## src/assert_macros.svh

```systemverilog
// Assertion helper macros shared by the allocator RTL.
// Compiled to nothing when SYNTHESIS is defined.
`ifndef ASSERT_MACROS_SVH
`define ASSERT_MACROS_SVH

`ifndef SYNTHESIS

// same-cycle implication
`define FBA_ASSERT_IMP(lbl, clk, rst, ante, cons) \
   lbl: assert property (@(posedge clk) disable iff (rst) (ante) |-> (cons)) \
      else $error("fba assertion failed");

// next-cycle implication
`define FBA_ASSERT_NXT(lbl, clk, rst, ante, cons) \
   lbl: assert property (@(posedge clk) disable iff (rst) (ante) |=> (cons)) \
      else $error("fba assertion failed");

`else

`define FBA_ASSERT_IMP(lbl, clk, rst, ante, cons)
`define FBA_ASSERT_NXT(lbl, clk, rst, ante, cons)

`endif

`endif

```

## src/fba_pkg.sv

```systemverilog
// Shared types and constants for the frame bitmap allocator.
// No dependencies.
`timescale 1ns / 1ps

package fba_pkg;

   localparam int FRAME_W              = 15;
   localparam int WORD_W               = 32;
   localparam int BIT_W                = 5;
   localparam int WORD_IDX_W           = FRAME_W - BIT_W;
   localparam int DEFAULT_BITMAP_WORDS = 1024;

   typedef enum logic [1:0] {
      OP_ALLOC     = 2'd0,
      OP_MARK_FREE = 2'd1,
      OP_MARK_USED = 2'd2,
      OP_QUERY     = 2'd3
   } op_type;

endpackage

```

## src/fba_lsb.sv

```systemverilog
// Lowest-set-bit finder for one bitmap word: index and one-hot mask.
// Depends on fba_pkg for widths.
`timescale 1ns / 1ps

module fba_lsb (
   input  logic [fba_pkg::WORD_W-1:0] word,
   output logic [fba_pkg::BIT_W-1:0]  index,
   output logic [fba_pkg::WORD_W-1:0] onehot
);

   localparam int WW = fba_pkg::WORD_W;
   localparam int BW = fba_pkg::BIT_W;

   always_comb begin
      onehot = word & (~word + WW'(1));
      index  = '0;
      for (int b = 0; b < WW; b++) begin
         if (onehot[b]) begin
            index = index | BW'(b);
         end
      end
   end

endmodule

```

## config.mk

```make
export PLATFORM = sky130hd
export DESIGN_NAME = fba_lsb
export DESIGN_NICKNAME = d
export VERILOG_FILES = /design/src/assert_macros.svh /design/src/fba_pkg.sv /design/src/fba_lsb.sv
export SDC_FILE = /design/constraint.sdc
export NUM_CORES = 1
export LEC_CHECK = 0
export ABC_AREA = 1
export BUFFER_PORTS_ARGS = -buffer_cell sky130_fd_sc_hd__buf_2
export CORE_AREA = 2 2 54 51
export DETAILED_ROUTE_END_ITERATION = 8
export DIE_AREA = 0 0 56 53
export GPL_ROUTABILITY_DRIVEN = 0
export PLACE_DENSITY = 0.86
export SETUP_SLACK_MARGIN = 0.15
export SYNTH_ARGS = -nofsm -noshare
export SYNTH_HDL_FRONTEND = slang
export SYNTH_SLANG_ARGS = --single-unit
```

## constraint.sdc

```tcl
create_clock -name vclk -period 1.5
set_clock_uncertainty 0.05 [all_clocks]
set_input_delay 0.075 -clock vclk [all_inputs]
set_output_delay 0.075 -clock vclk [all_outputs]
set_load 0.05 [all_outputs]
```

==> results of run 1 <==
==> logic make-up after synthesis <==
group | synth area share
AO/OA/AOI/OAI | 0.0255
buffers and inverters | 0.179
AND/OR/NAND/NOR | 0.795
==> repair_timing <==
| action | 4_1_cts |
|---|---|
| hold buffers | 0 |
| gates resized for setup | 92 |
| buffers inserted | 2 |
| setup endpoints to repair | 18 |
| gates cloned | 1 |
| hold endpoints to repair | 0 |
| pin swaps | 32 |
==> stage by stage <==
| stage | utilization | TNS [ps] |
|---|---|---|
| CTS | 0.933 | 0 |
| detailed placement | 0.796 | -824 |
| global placement | 0.796 | -611 |
| floorplan | - | 0 |
==> metrics, run 1 <==
run-stopping error=[ERROR DPL-0038] Utilization greater than 100%, impossible to legalize; outcome=stopped before the end; top cells by count, synth=66 x sky130_fd_sc_hd__nor2_1, 59 x sky130_fd_sc_hd__nand2_1, 50 x sky130_fd_sc_hd__inv_1; type of the worst endpoint after the last repair=top-level output; placed cell areas=1900 sq um; number of different library cells in the post-synthesis netlist=23; effective utilization at floorplan=0.474; total number of yosys warnings=0; register area share after synthesis=0; most frequently used cell type in the post-synthesis netlist=sky130_fd_sc_hd__nor2_1; number of standard-cell rows in the floorplan=17; netlist area before placement=~1100 sq um; maximum number of pins on one net before global-route repair=9; number of buffer cells added on primary ports=69; die outline height=53 um; top-level port count=69; DIE WIDTH=56 um; last stage reached=global routing (5_1_grt); leading cell types by total area after synthesis=sky130_fd_sc_hd__nor2_1 22%, sky130_fd_sc_hd__nand2_1 20%, sky130_fd_sc_hd__inv_1 17%; HPWL after detailed placement=4100 um; number of nets in the synthesized netlist=277; Cells after Synth=245; pre-CTS WS=-174 ps; synthesized area per cell=4.61 sq um; most area-hungry cell type in the Yosys netlist=sky130_fd_sc_hd__nor2_1; area fraction of the dominant cell type after synthesis=0.219; worst endpoint after global-route timing repair=index[4]; # placed instances=approximately 370
==> run 2, diff against run 1 <==
--- a/config.mk
+++ b/config.mk
@@ -7,12 +7,11 @@
 export LEC_CHECK = 0
 export ABC_AREA = 1
 export BUFFER_PORTS_ARGS = -buffer_cell sky130_fd_sc_hd__buf_2
-export CORE_AREA = 2 2 54 51
+export CORE_AREA = 2 2 63 65
 export DETAILED_ROUTE_END_ITERATION = 8
-export DIE_AREA = 0 0 56 53
+export DIE_AREA = 0 0 65 67
 export GPL_ROUTABILITY_DRIVEN = 0
-export PLACE_DENSITY = 0.86
-export SETUP_SLACK_MARGIN = 0.15
+export PLACE_DENSITY_LB_ADDON = 0.15
 export SYNTH_ARGS = -nofsm -noshare
 export SYNTH_HDL_FRONTEND = slang
 export SYNTH_SLANG_ARGS = --single-unit
==> metrics, run 2 <==
top-level port count=69; total track usage=0.197; Pre-Repair DR Iteration Count=4; effective utilization at floorplan=0.313; final max-slew violation count=0; Cells after Synth=~250; total number of yosys warnings=0; slowest stage cell, crit path=sky130_fd_sc_hd__nor2_2; HPWL after detailed placement=approximately 3700 um; Avg WL per Cell=11.2 um; number of buffer and inverter stages on the critical path=2; Sequential Area=0 sq um; DIE WIDTH=around 65 um; critical path, cell by cell=buf_2 -> nor2_2 -> nand2_1 -> nor2_4 -> nand3_4 -> nor2_4 -> nor2_2 -> nand2_1 -> nor2_2 -> nand2_1 -> buf_6; Critical Path Source Type=input pin; synthesized area per cell=4.61 sq um; leading cell types by total area after synthesis=sky130_fd_sc_hd__nor2_1 22%, sky130_fd_sc_hd__nand2_1 20%, sky130_fd_sc_hd__inv_1 17%; most frequently used cell type in the post-synthesis netlist=sky130_fd_sc_hd__nor2_1; Peak VDD IR=0.000125 V; total number of nets in the final design=391; number of nets with antenna violations after routing=0; peak per-stage delay on the critical path=230 ps; overall power of the completed layout=0.310 mW; Core ar.=~3600 sq um; number of different library cells in the post-synthesis netlist=23; setup ws final=-30.7 ps; Antenna Cells=0; Fin Setup TNS=-47.5 ps; area fraction of the dominant cell type after synthesis=0.219; Pint=0.124 mW; CP required=around 1400 ps; setup repair after global routing missed its margin=true; drt first-iter violations=60; DRC violations left=0; DIE AREA=4360 sq um; total gr overflow=0; failing checks=negative setup slack; routed wire length=between 4000 and 5000 um; final critical delay including setup and external delays=~1500 ps; switching power share of the total=0.601; number of buffer cells added on primary ports=69; wire length of the first global-routing pass=6960 um; layout overhead on the synthesized area=93.7%; net switching power=0.186 mW; maximum number of pins on one net before global-route repair=9; share of post-route cells with drive strength above 1=0.515; most area-hungry cell type in the Yosys netlist=sky130_fd_sc_hd__nor2_1; path type of the worst min-delay path=in2out; category of the critical setup timing path=in2out; WP data arrival=1410 ps; Worst-Margin Slew=269 ps; outcome=finished with violations; leak pwr=1.29 nW; most frequent standard cell in the layout excluding fill and tap cells=sky130_fd_sc_hd__buf_2; top cells by count, synth=66 x sky130_fd_sc_hd__nor2_1, 59 x sky130_fd_sc_hd__nand2_1, 50 x sky130_fd_sc_hd__inv_1; DR vias=1835; headroom to the max-slew limit=0.819; clock network power share=0; netlist area before placement=1130 sq um; die outline height=about 67 um; post-route fraction of the period consumed by the critical path=1.02; P per Cell Area=142 nW/um^2; critical path fanouts, max=4; vias in the first global route=1659; highest clock rate=between 600 and 700 MHz; critical path endpoint category=primary output; final number of hold-violating endpoints=0; total setup violations reported at the end of the flow=3; register area share after synthesis=0; number of standard-cell rows in the floorplan=22; clock buffers=0; number of max-cap violations=0; number of nets in the synthesized netlist=between 200 and 300; combinational share of power=1.000; most used cells in the layout excluding fill and tap cells=58 x sky130_fd_sc_hd__buf_2, 49 x sky130_fd_sc_hd__inv_1, 48 x sky130_fd_sc_hd__nand2_1; post-detailed-route via-to-cell ratio=4.53; final sequential cell count=0; CP top delay family=simple AND/OR/NAND/NOR gates; number of antenna violations at the first check in global routing=0; fraction of power consumed by sequential logic=0; final design utilization=0.607; Fill cells=between 300 and 400
## run 2: cell counts after synthesis
Identical to the previous run, type by type.
## run 2: metrics by stage
step	cells	worst slack, ps	instance area, sq um	hold slack [ps]
finish	405	-30.7	2190	402
global route	405	-99.1	2190	406
CTS	400	20.2	1990	449
detailed placement	399	-147	1900	449
global placement	399	-161	1900	444
floorplan	245	-76.5	1210	200
## run 2: cell families (layout without fill, tap and decap cells)
family,count (synthesis),after routing,share of synthesized area
buffers and inverters,53,164,0.179
AOI/OAI and AO/OA,5,5,0.0255
and+or+nand+nor,187,188,0.795
## run 2: path summary, 6_finish.rpt
| kind | from | end | slack [ps] | cells past startpoint |
|---|---|---|---|---|
| worst max-delay path | word[15] | index[4] | -30 | 11 |
| worst min-delay path | word[0] | onehot[0] | 400 | 2 |
## run 2: repair_timing
item,4_1_cts,5_1_grt
hold buffers,0,0
resized for setup,24,50
cloned,1,0
pin swaps,3,25
endpoints found under the setup margin,6,17
hold endpoints to repair,0,0
setup buffers,0,5
## run 2: layout make-up
type,count,area (sq um),share of cell area
Tap cell,48,60.1,0.0274
Multi-Input combinational cell,193,1180,0.540
Inverter,52,198,0.0903
Timing Repair Buffer,112,748,0.342
## run 2: power groups by stage
| stage | clock network [mW] | registers (mW) | logic, mW |
|---|---|---|---|
| 6_report | 0 | 0 | 0.310 |
| 5_1_grt | 0 | 0 | 0.336 |
| 4_1_cts | 0 | 0 | 0.273 |
| 3_5_place_dp | 0 | 0 | 0.256 |
| 3_3_place_gp | 0 | 0 | 0.256 |
| 2_1_floorplan | 0 | 0 | 0.129 |
## run 2: per-layer routing
layer	part of all wire	GRT usage	vias to the layer above
li1	-	-	965
met2	0.51	0.367	55
met5	0	0	-
met4	0	0.0160	0
met3	0.055	0.00507	0
met1	0.43	0.262	815
Note: power is estimated with default switching activity, not from simulation.
